`src/rtl/actd_pkg.sv`:
```
// ============================================================================
// actd_pkg
// Shared widths, register indexes, reset values and phase codes for the
// accelerometer clap transient detector.
// ============================================================================
`default_nettype none

package actd_pkg;

    localparam int SAMPLE_BITS = 16;
    localparam int TIME_BITS   = 32;
    localparam int MAG_BITS    = 34;
    localparam int MS_BITS     = 16;

    localparam int DIFF_BITS = SAMPLE_BITS + 1;
    localparam int PROD_BITS = 2 * DIFF_BITS;
    localparam int SQ_BITS   = 2 * SAMPLE_BITS + 1;
    localparam int SUM_BITS  = SQ_BITS + 2;
    localparam int CMP_BITS  = (SUM_BITS > MAG_BITS) ? SUM_BITS : MAG_BITS;

    localparam int CFG_IDX_BITS  = 3;
    localparam int CFG_DATA_BITS = MAG_BITS;

    localparam logic [CFG_IDX_BITS-1:0] CFG_RISE_THR = 3'd0;
    localparam logic [CFG_IDX_BITS-1:0] CFG_FALL_THR = 3'd1;
    localparam logic [CFG_IDX_BITS-1:0] CFG_OUT_THR  = 3'd2;
    localparam logic [CFG_IDX_BITS-1:0] CFG_MAX_RISE = 3'd3;
    localparam logic [CFG_IDX_BITS-1:0] CFG_MAX_OUT  = 3'd4;

    localparam logic [MAG_BITS-1:0] MAG_MAX        = '1;
    localparam logic [MAG_BITS-1:0] RST_RISE_THR   = 34'd32883343;
    localparam logic [MAG_BITS-1:0] RST_FALL_THR   = 34'd32883343;
    localparam logic [MAG_BITS-1:0] RST_OUT_THR    = 34'd10737418;
    localparam logic [MS_BITS-1:0]  RST_MAX_RISE   = 16'd40;
    localparam logic [MS_BITS-1:0]  RST_MAX_OUT    = 16'd120;

    localparam logic [1:0] PHC_RISE = 2'd0;
    localparam logic [1:0] PHC_FALL = 2'd1;
    localparam logic [1:0] PHC_OUT  = 2'd2;

    typedef enum logic [2:0] {
        PH_RISE = 3'b001,
        PH_FALL = 3'b010,
        PH_OUT  = 3'b100
    } t_phase;

endpackage

`default_nettype wire

```
`src/rtl/accel_clap_transient_detector.sv`:
```
// ============================================================================
// accel_clap_transient_detector
// Clap detector on the squared sample-to-sample change of a three-axis
// accelerometer stream, with rise, fall and rebound phases.
// ============================================================================
// Input channel: i_in_valid / o_in_ready carry one word per sample (three
// signed axes and a millisecond timestamp). Output channel: o_out_valid /
// i_out_ready return one word per sample: clap flag, phase after the sample
// and the squared change magnitude.
// Configuration channel: i_cfg_valid / o_cfg_ready with a register index and
// data; always ready. Write only while the block is idle.
// Five register stages lie between input accept and output valid:
// difference, square, sum, threshold compare, phase update. One word is
// accepted every cycle while the output is not stalled.
// Each stage advances when the next one is empty or moving, so bubbles close
// up and a stalled receiver holds the output register while the upstream
// stages keep filling; the input stalls only once all five stages are full.
// Reset clears the pipeline, the phase (wait rise), the phase start time and
// the primed flag, and loads the default thresholds and timeouts. The first
// sample after reset only primes the previous sample and reports a zero
// magnitude.
// ============================================================================
`default_nettype none

module accel_clap_transient_detector (
    input  wire                                      i_clk,
    input  wire                                      i_rst_n,
    input  wire                                      i_in_valid,
    output logic                                     o_in_ready,
    input  wire  signed [actd_pkg::SAMPLE_BITS-1:0]  i_accel_x,
    input  wire  signed [actd_pkg::SAMPLE_BITS-1:0]  i_accel_y,
    input  wire  signed [actd_pkg::SAMPLE_BITS-1:0]  i_accel_z,
    input  wire         [actd_pkg::TIME_BITS-1:0]    i_now_ms,
    output logic                                     o_out_valid,
    input  wire                                      i_out_ready,
    output logic                                     o_clap_detected,
    output logic        [1:0]                        o_detector_phase,
    output logic        [actd_pkg::MAG_BITS-1:0]     o_delta_mag_sq,
    input  wire                                      i_cfg_valid,
    output logic                                     o_cfg_ready,
    input  wire         [actd_pkg::CFG_IDX_BITS-1:0] i_cfg_index,
    input  wire         [actd_pkg::CFG_DATA_BITS-1:0] i_cfg_data
);

    localparam int SB  = actd_pkg::SAMPLE_BITS;
    localparam int TB  = actd_pkg::TIME_BITS;
    localparam int MB  = actd_pkg::MAG_BITS;
    localparam int DB  = actd_pkg::DIFF_BITS;
    localparam int PB  = actd_pkg::PROD_BITS;
    localparam int QB  = actd_pkg::SQ_BITS;
    localparam int UB  = actd_pkg::SUM_BITS;
    localparam int CB  = actd_pkg::CMP_BITS;
    localparam int MSB = actd_pkg::MS_BITS;

    // configuration
    logic [MB-1:0]  r_rise_thr, r_fall_thr, r_out_thr;
    logic [MSB-1:0] r_max_rise, r_max_out;

    // detector state
    logic signed [SB-1:0] r_prev_x, r_prev_y, r_prev_z;
    logic                 r_primed;
    actd_pkg::t_phase     r_phase, n_phase;
    logic [TB-1:0]        r_start, n_start;
    logic                 n_clap;

    // pipeline control
    logic r_v1, r_v2, r_v3, r_v4, r_v5;
    logic en1, en2, en3, en4, en5;

    // stage 1: differences
    logic signed [DB-1:0] r1_dx, r1_dy, r1_dz;
    logic [TB-1:0]        r1_now;
    logic                 r1_first;
    // stage 2: squares
    logic [QB-1:0]        r2_sqx, r2_sqy, r2_sqz;
    logic [TB-1:0]        r2_now;
    logic                 r2_first;
    // stage 3: magnitude
    logic [UB-1:0]        r3_mag;
    logic [TB-1:0]        r3_now;
    logic                 r3_first;
    // stage 4: compares
    logic                 r4_gt_rise, r4_lt_fall, r4_gt_out;
    logic [MB-1:0]        r4_mag;
    logic [TB-1:0]        r4_now;
    logic                 r4_first;
    // stage 5: result
    logic                 r5_clap;
    logic [1:0]           r5_phase;
    logic [MB-1:0]        r5_mag;

    logic signed [DB-1:0] n_dx, n_dy, n_dz;
    logic signed [PB-1:0] prod_x, prod_y, prod_z;
    logic [UB-1:0]        n_mag;
    logic                 mag_sat;
    logic [TB-1:0]        elapsed;
    logic [TB-1:0]        max_rise_ext, max_out_ext;

    assign en5 = !r_v5 || i_out_ready;
    assign en4 = !r_v4 || en5;
    assign en3 = !r_v3 || en4;
    assign en2 = !r_v2 || en3;
    assign en1 = !r_v1 || en2;

    assign o_in_ready  = en1;
    assign o_cfg_ready = 1'b1;

    always_ff @(posedge i_clk) begin
        if (!i_rst_n) begin
            r_rise_thr <= actd_pkg::RST_RISE_THR;
            r_fall_thr <= actd_pkg::RST_FALL_THR;
            r_out_thr  <= actd_pkg::RST_OUT_THR;
            r_max_rise <= actd_pkg::RST_MAX_RISE;
            r_max_out  <= actd_pkg::RST_MAX_OUT;
        end else if (i_cfg_valid) begin
            unique case (i_cfg_index)
                actd_pkg::CFG_RISE_THR: r_rise_thr <= i_cfg_data[MB-1:0];
                actd_pkg::CFG_FALL_THR: r_fall_thr <= i_cfg_data[MB-1:0];
                actd_pkg::CFG_OUT_THR:  r_out_thr  <= i_cfg_data[MB-1:0];
                actd_pkg::CFG_MAX_RISE: r_max_rise <= i_cfg_data[MSB-1:0];
                actd_pkg::CFG_MAX_OUT:  r_max_out  <= i_cfg_data[MSB-1:0];
                default: ;
            endcase
        end
    end

    assign n_dx = {i_accel_x[SB-1], i_accel_x} - {r_prev_x[SB-1], r_prev_x};
    assign n_dy = {i_accel_y[SB-1], i_accel_y} - {r_prev_y[SB-1], r_prev_y};
    assign n_dz = {i_accel_z[SB-1], i_accel_z} - {r_prev_z[SB-1], r_prev_z};

    assign prod_x = r1_dx * r1_dx;
    assign prod_y = r1_dy * r1_dy;
    assign prod_z = r1_dz * r1_dz;

    assign n_mag = UB'(r2_sqx) + UB'(r2_sqy) + UB'(r2_sqz);
    assign mag_sat = r3_mag > UB'(actd_pkg::MAG_MAX);

    assign elapsed      = r4_now - r_start;
    assign max_rise_ext = TB'(r_max_rise);
    assign max_out_ext  = TB'(r_max_out);

    always_comb begin
        n_phase = r_phase;
        n_start = r_start;
        n_clap  = 1'b0;
        if (!r4_first) begin
            unique case (r_phase)
                actd_pkg::PH_FALL: begin
                    if (r4_lt_fall) begin
                        n_phase = actd_pkg::PH_OUT;
                        n_start = r4_now;
                    end else if (elapsed > max_rise_ext) begin
                        n_phase = actd_pkg::PH_RISE;
                    end
                end
                actd_pkg::PH_OUT: begin
                    if (r4_gt_out) begin
                        n_clap  = 1'b1;
                        n_phase = actd_pkg::PH_RISE;
                    end else if (elapsed > max_out_ext) begin
                        n_phase = actd_pkg::PH_RISE;
                    end
                end
                default: begin
                    if (r4_gt_rise) begin
                        n_phase = actd_pkg::PH_FALL;
                        n_start = r4_now;
                    end else begin
                        n_phase = actd_pkg::PH_RISE;
                    end
                end
            endcase
        end
    end

    // valid chain and loop state
    always_ff @(posedge i_clk) begin
        if (!i_rst_n) begin
            r_v1     <= 1'b0;
            r_v2     <= 1'b0;
            r_v3     <= 1'b0;
            r_v4     <= 1'b0;
            r_v5     <= 1'b0;
            r_primed <= 1'b0;
            r_prev_x <= '0;
            r_prev_y <= '0;
            r_prev_z <= '0;
            r_phase  <= actd_pkg::PH_RISE;
            r_start  <= '0;
        end else begin
            if (en1) r_v1 <= i_in_valid;
            if (en2) r_v2 <= r_v1;
            if (en3) r_v3 <= r_v2;
            if (en4) r_v4 <= r_v3;
            if (en5) r_v5 <= r_v4;
            if (en1 && i_in_valid) begin
                r_primed <= 1'b1;
                r_prev_x <= i_accel_x;
                r_prev_y <= i_accel_y;
                r_prev_z <= i_accel_z;
            end
            if (en5 && r_v4) begin
                r_phase <= n_phase;
                r_start <= n_start;
            end
        end
    end

    // datapath
    always_ff @(posedge i_clk) begin
        if (en1 && i_in_valid) begin
            r1_dx    <= n_dx;
            r1_dy    <= n_dy;
            r1_dz    <= n_dz;
            r1_now   <= i_now_ms;
            r1_first <= !r_primed;
        end
        if (en2 && r_v1) begin
            r2_sqx   <= prod_x[QB-1:0];
            r2_sqy   <= prod_y[QB-1:0];
            r2_sqz   <= prod_z[QB-1:0];
            r2_now   <= r1_now;
            r2_first <= r1_first;
        end
        if (en3 && r_v2) begin
            r3_mag   <= r2_first ? '0 : n_mag;
            r3_now   <= r2_now;
            r3_first <= r2_first;
        end
        if (en4 && r_v3) begin
            r4_gt_rise <= CB'(r3_mag) > CB'(r_rise_thr);
            r4_lt_fall <= CB'(r3_mag) < CB'(r_fall_thr);
            r4_gt_out  <= CB'(r3_mag) > CB'(r_out_thr);
            r4_mag     <= mag_sat ? actd_pkg::MAG_MAX : MB'(r3_mag);
            r4_now     <= r3_now;
            r4_first   <= r3_first;
        end
        if (en5 && r_v4) begin
            r5_clap <= n_clap;
            r5_mag  <= r4_mag;
            unique case (n_phase)
                actd_pkg::PH_FALL: r5_phase <= actd_pkg::PHC_FALL;
                actd_pkg::PH_OUT:  r5_phase <= actd_pkg::PHC_OUT;
                default:           r5_phase <= actd_pkg::PHC_RISE;
            endcase
        end
    end

    assign o_out_valid      = r_v5;
    assign o_clap_detected  = r5_clap;
    assign o_detector_phase = r5_phase;
    assign o_delta_mag_sq   = r5_mag;

    a_phase_onehot: assert property (@(posedge i_clk) disable iff (!i_rst_n)
        $onehot(r_phase))
        else $error("detector phase lost its one-hot code");

    a_clap_ends_rise: assert property (@(posedge i_clk) disable iff (!i_rst_n)
        o_out_valid && o_clap_detected |-> o_detector_phase == actd_pkg::PHC_RISE)
        else $error("clap reported outside wait-rise phase");

    a_no_skip_fall: assert property (@(posedge i_clk) disable iff (!i_rst_n)
        r_phase == actd_pkg::PH_RISE |=> r_phase != actd_pkg::PH_OUT)
        else $error("phase jumped from wait rise to wait rebound");

    a_prime_quiet: assert property (@(posedge i_clk) disable iff (!i_rst_n)
        en5 && r_v4 && r4_first |=> !r5_clap && r5_mag == '0)
        else $error("priming sample produced a nonzero result");

endmodule

`default_nettype wire
```
`config.mk`:
```
export PLATFORM = sky130hd
export DESIGN_NAME = accel_clap_transient_detector
export DESIGN_NICKNAME = d
export VERILOG_FILES = /design/src/rtl/actd_pkg.sv /design/src/rtl/accel_clap_transient_detector.sv
export SDC_FILE = /design/constraint.sdc
export NUM_CORES = 2
export LEC_CHECK = 0
export BUFFER_PORTS_ARGS = -buffer_cell sky130_fd_sc_hd__buf_2
export CAP_MARGIN = 10
export CORE_MARGIN = 2
export CORE_UTILIZATION = 40
export DETAILED_ROUTE_END_ITERATION = 10
export PLACE_DENSITY = 0.63
export SLEW_MARGIN = 5
export SYNTH_ARGS = -nofsm -noshare
export SYNTH_HDL_FRONTEND = slang
export SYNTH_SLANG_ARGS = --single-unit
```
`constraint.sdc`:
```
create_clock -name i_clk -period 17.98 [get_ports i_clk]
set_input_delay 3.596 -clock i_clk [delete_from_list [all_inputs] [get_ports i_clk]]
set_output_delay 3.596 -clock i_clk [all_outputs]
set_load 0.005 [all_outputs]
```
; ---- After elaboration in Yosys (flattened, before gate mapping)
; Index checks and enable logic that the tools add are counted.
[classes]
n_addsub = 6
multipliers = 3
n_lt_le_gt_ge = 6
n_eq_ne = 9
n_mux = 12
bitwise_logic = 2
reduce_logical = 25
[op_table]
columns = op, n
row1 = $mul 17x17->33, 3
row2 = $gt 35x34->1, 2
row3 = $gt 32x16->1, 2
row4 = $mux 32, 2
row5 = $pmux 32 s2, 1
row6 = $sub 16x16->17, 3
row7 = $add 34x33->35, 1
row8 = $gt 35x34->1 const B, 1
row9 = $lt 35x34->1, 1
row10 = $add 33x33->34, 1
row11 = $sub 32x32->32, 1
row12 = $mux 3, 5
row13 = $eq 3x2->1 const B, 4
row14 = $reduce_and 2->1, 5
row15 = $eq 3x3->1 const B, 3
row16 = $logic_not 1->1, 6
row17 = $pmux 3 s2, 1
row18 = $logic_and 1x1->1, 5
row19 = $logic_or 1x1->1, 5
row20 = $reduce_and 5->1, 1
row21 = $pmux 2 s2, 1
row22 = $eq 3x1->1 const B, 1
row23 = $logic_not 3->1, 1
row24 = $mux 2, 1
row25 = other kinds (5), 6
[totals]
register_bits = 614
in_bits = 122

; ---- Longest topological paths before layout
[depth]
word_depth = 8
depth_mapped = 28

; ---- Worst setup path before layout
; No wires, ideal clock.
[synth_timing]
kind = in2reg
start = input port i_out_ready
end = register r2_first, enable pin
setup_time_ns = 0.814
t_arrival_ns = 13.213
slack_ns = 3.953
path_stages = 3
n_path_buf = 0
cell_sequence = nor2b_1 and3_1 a21boi_0
[synth_between]
elab_chain_cells = 5
[synth_rtl]
columns = element, line_no
row1 = "start, declared", accel_clap_transient_detector.sv:35  ; input wire i_out_ready,
row2 = $logic_or 1x1->1, accel_clap_transient_detector.sv:99  ; assign en5 = !r_v5 || i_out_ready;
row3 = $logic_or 1x1->1, accel_clap_transient_detector.sv:100  ; assign en4 = !r_v4 || en5;
row4 = $logic_or 1x1->1, accel_clap_transient_detector.sv:101  ; assign en3 = !r_v3 || en4;
row5 = $logic_or 1x1->1, accel_clap_transient_detector.sv:102  ; assign en2 = !r_v2 || en3;
row6 = $logic_and 1x1->1, accel_clap_transient_detector.sv:218  ; if (en2 && r_v1) begin
row7 = "end signal, assigned", accel_clap_transient_detector.sv:223  ; r2_first <= r1_first;
row8 = "end, declared", accel_clap_transient_detector.sv:77  ; logic r2_first;
; No other way between the ends.
; A chain may end at the register's enable or synchronous reset.

; ---- Final worst setup path
[layout_timing]
start = input port i_out_ready
end = output port o_in_ready
[layout_between]
elab_chain_cells = 5
[layout_rtl]
columns = element, line_no
row1 = $logic_or 1x1->1, accel_clap_transient_detector.sv:99
row2 = $logic_or 1x1->1, accel_clap_transient_detector.sv:100
row3 = $logic_or 1x1->1, accel_clap_transient_detector.sv:101
row4 = $logic_or 1x1->1, accel_clap_transient_detector.sv:102
row5 = $logic_or 1x1->1, accel_clap_transient_detector.sv:103  ; assign en1 = !r_v1 || en2;
row6 = "end, declared", accel_clap_transient_detector.sv:29  ; output logic o_in_ready,
; No other way between the ends.

==> summary.txt <==
DIE AREA: 149,000 µm²
post-CTS setup buffers: 0
max-cap viol count: 0
Post-DP Area: 61,100 µm²
Starting Density: 40.1%
initial drt markers: 1,953
hold_buf cts: 0
CP Launch Type: primary input
CP Data Arrival Time: 4.81 ns
Routed Antenna Nets: 0
overflow left after global routing: 0
Final Skew: 0.0367 ns
slowest cell on the critical path: and3_1
Design Area, Final: 63,700 µm²
Critical Path Fanout Max: 5
Final Max Slew Viols: 0
clock transition at the registers of the reported paths: 0.06 ns
Max Fclk: 119 MHz
most used cell, CP: buf_2
layout cell share with drive strength beyond 1: 6.44%
row cnt: 140
WS Path Type: in2out
Synth Flop Type: edfxtp_1
RSZ-0062 raised after global routing: false
pin count of the biggest net entering global routing: 115
post-route minimum period: 8.41 ns
number of synthesized flops with an enable pin: 388
total core area: 145,000 µm²
asr flop ratio synth: 0%
slowest stage delay, CP: 0.40 ns
YS warnings: 0
clk root buf: clkbuf_16
IO Pins: 162
htree depth: 3
die height: 386 µm
post-CTS resize count: 0
Synth Register Bits: 611
CP required: 14.38 ns
worst skew pair latency: 0.68 ns
Hold Slack: 0.412 ns
largest cells by area after synthesis: fa_1, edfxtp_1, ha_1, inv_1, dfxtp_1
Die Span X: 386 µm
Via density: 4.90
CTS tree: built
cell taking the most area after synthesis: fa_1
Synth Instances: 5,826
Routed WL: 130,000 µm
routed len/inst: 16.4 µm
Final #Nets: 7,383
crit share post-route: 46.8%
worst-path cell chain: buf_2, nor2b_1, and3_1, nand3_1, buf_2
routability cong.: 0.865
synth unique cells: 80
sum of negative setup slack: 0 ns
detailed placer's ending HPWL: 103,000 µm
Tightest Hold Check Type: reg2reg
vias in the first global route: 40.7k
detailed-route DRC error count: 0
Layout area overhead: 9.31%
PortBufs: 160
Synth top area share: 28.1%
endpoints failing setup: 0
clock tree sinks: 611
worst slew pin tran: 1.21 ns
sequential fraction of the synthesis area: 27.7%
initial antenna violation count: 7
syn_area_per_cell: 10.0 µm²
vias: 38.7k
Post-Synthesis Cell Area: 58,300 µm²
CTS buffer count: 73
global-route usage over all layers: 17.9%
status: finished, final reports clean
first-pass GRT wire length: 211,000 µm
Longest Clk Path Bufs: 3
fin util: 43.9%
relative slew slack: 19.1%
TritonRoute pass-1 iters: 5
Critical Path End Type: output pin
final hold violations: 0
## metal layers
metal / GRT usage (%) / vias to the layer above / wire [µm]
li1: - / 18600 / -
met1: 24.2 / 19200 / 58800
met2: 30.4 / 727 / 62100
met3: 2.42 / 184 / 5680
met4: 4.65 / 8 / 2940
met5: 0 / - / 55
## flip-flops by register name, indices dropped and copies added (netlist names), 32 cells and up
register	flops
r_fall_thr	34
r4_mag	34
r_rise_thr	34
r2_sqz	32
r2_sqy	32
r3_now	32
r2_now	32
r4_now	32
r2_sqx	32
r_out_thr	34
r_start	32
r3_mag	35
r1_now	32
o_delta_mag_sq	34
## worst max-delay path: cells and delay by family
kind,cells,cell delay [ns]
buffers and inverters,2,0.26
and+or+nand+nor,3,0.94
## path summary, 6_finish.rpt
path	from	end	slack (ns)	cells past startpoint
min	r2_now[1]	r3_now[1]	0.41	0
max	i_out_ready	o_in_ready	9.57	5
min reg2reg	r2_now[1]	r3_now[1]	0.41	0
max reg2reg	r1_dy[3]	r2_sqy[32]	10.49	23
## cells in the mapped netlist (all sizes together), types with 51 or more instances
cell type	number
clkbuf	146
o211ai	62
or2	51
inv	1290
fa	818
a21oi	161
nor2b	85
dfxtp	223
edfxtp	388
nand2	692
and2	149
nor2	214
ha	511
o21ai	119
xnor2	162
a21o	99
a21boi	186
## cells in the final DEF (no fill, tap or decap), types with 42 or more instances in the layout
cell type,count
a21boi_0,184
or2_2,48
nor3_1,44
nand2_1,691
nor2_1,212
and2_1,149
inv_1,1288
xor2_1,49
nand2b_1,42
buf_2,159
a21oi_1,161
a21o_1,99
dfxtp_1,223
clkbuf_16,74
nor2b_1,83
o21ai_0,113
o211ai_1,61
edfxtp_1,388
fa_1,818
xnor2_1,162
ha_1,511
## area by class of cell
type                    instances  area (µm²)
diodes                          1        2.50
clock buffers                  90        1960
clock inverters                44         608
fillers                     13800       81500
inverters                    1290        4850
multi-input cells            3772       36800
flip-flops and latches        611       16100
well taps                    1917        2400
repair buffers                184         987
## stage by stage
stage	instances	setup slack (ns)
floorplan	5828	3.95
global placement	7774	9.63
detailed placement	7774	9.60
CTS	7908	9.59
global route	7908	9.50
finish	7909	9.57
## kinds of logic (layout without fill, tap and decap cells)
group / count (synthesis) / count (layout) / share of synthesized area (%)
buffers and inverters: 1445 / 1608 / 9.33
and+or+nand+nor: 1416 / 1416 / 11.2
adders and majority gates: 1329 / 1329 / 39.1
AOI/OAI and AO/OA: 808 / 808 / 9.42
DFF: 611 / 611 / 27.7
xor gates and xnor gates: 211 / 211 / 3.17
muxes: 4 / 4 / 0.0752
other: 2 / 5 / 0.0129
Power is left out: the tool's default activity adds up to more than one toggle a clock period on the data nets, which glitch-free logic cannot reach.
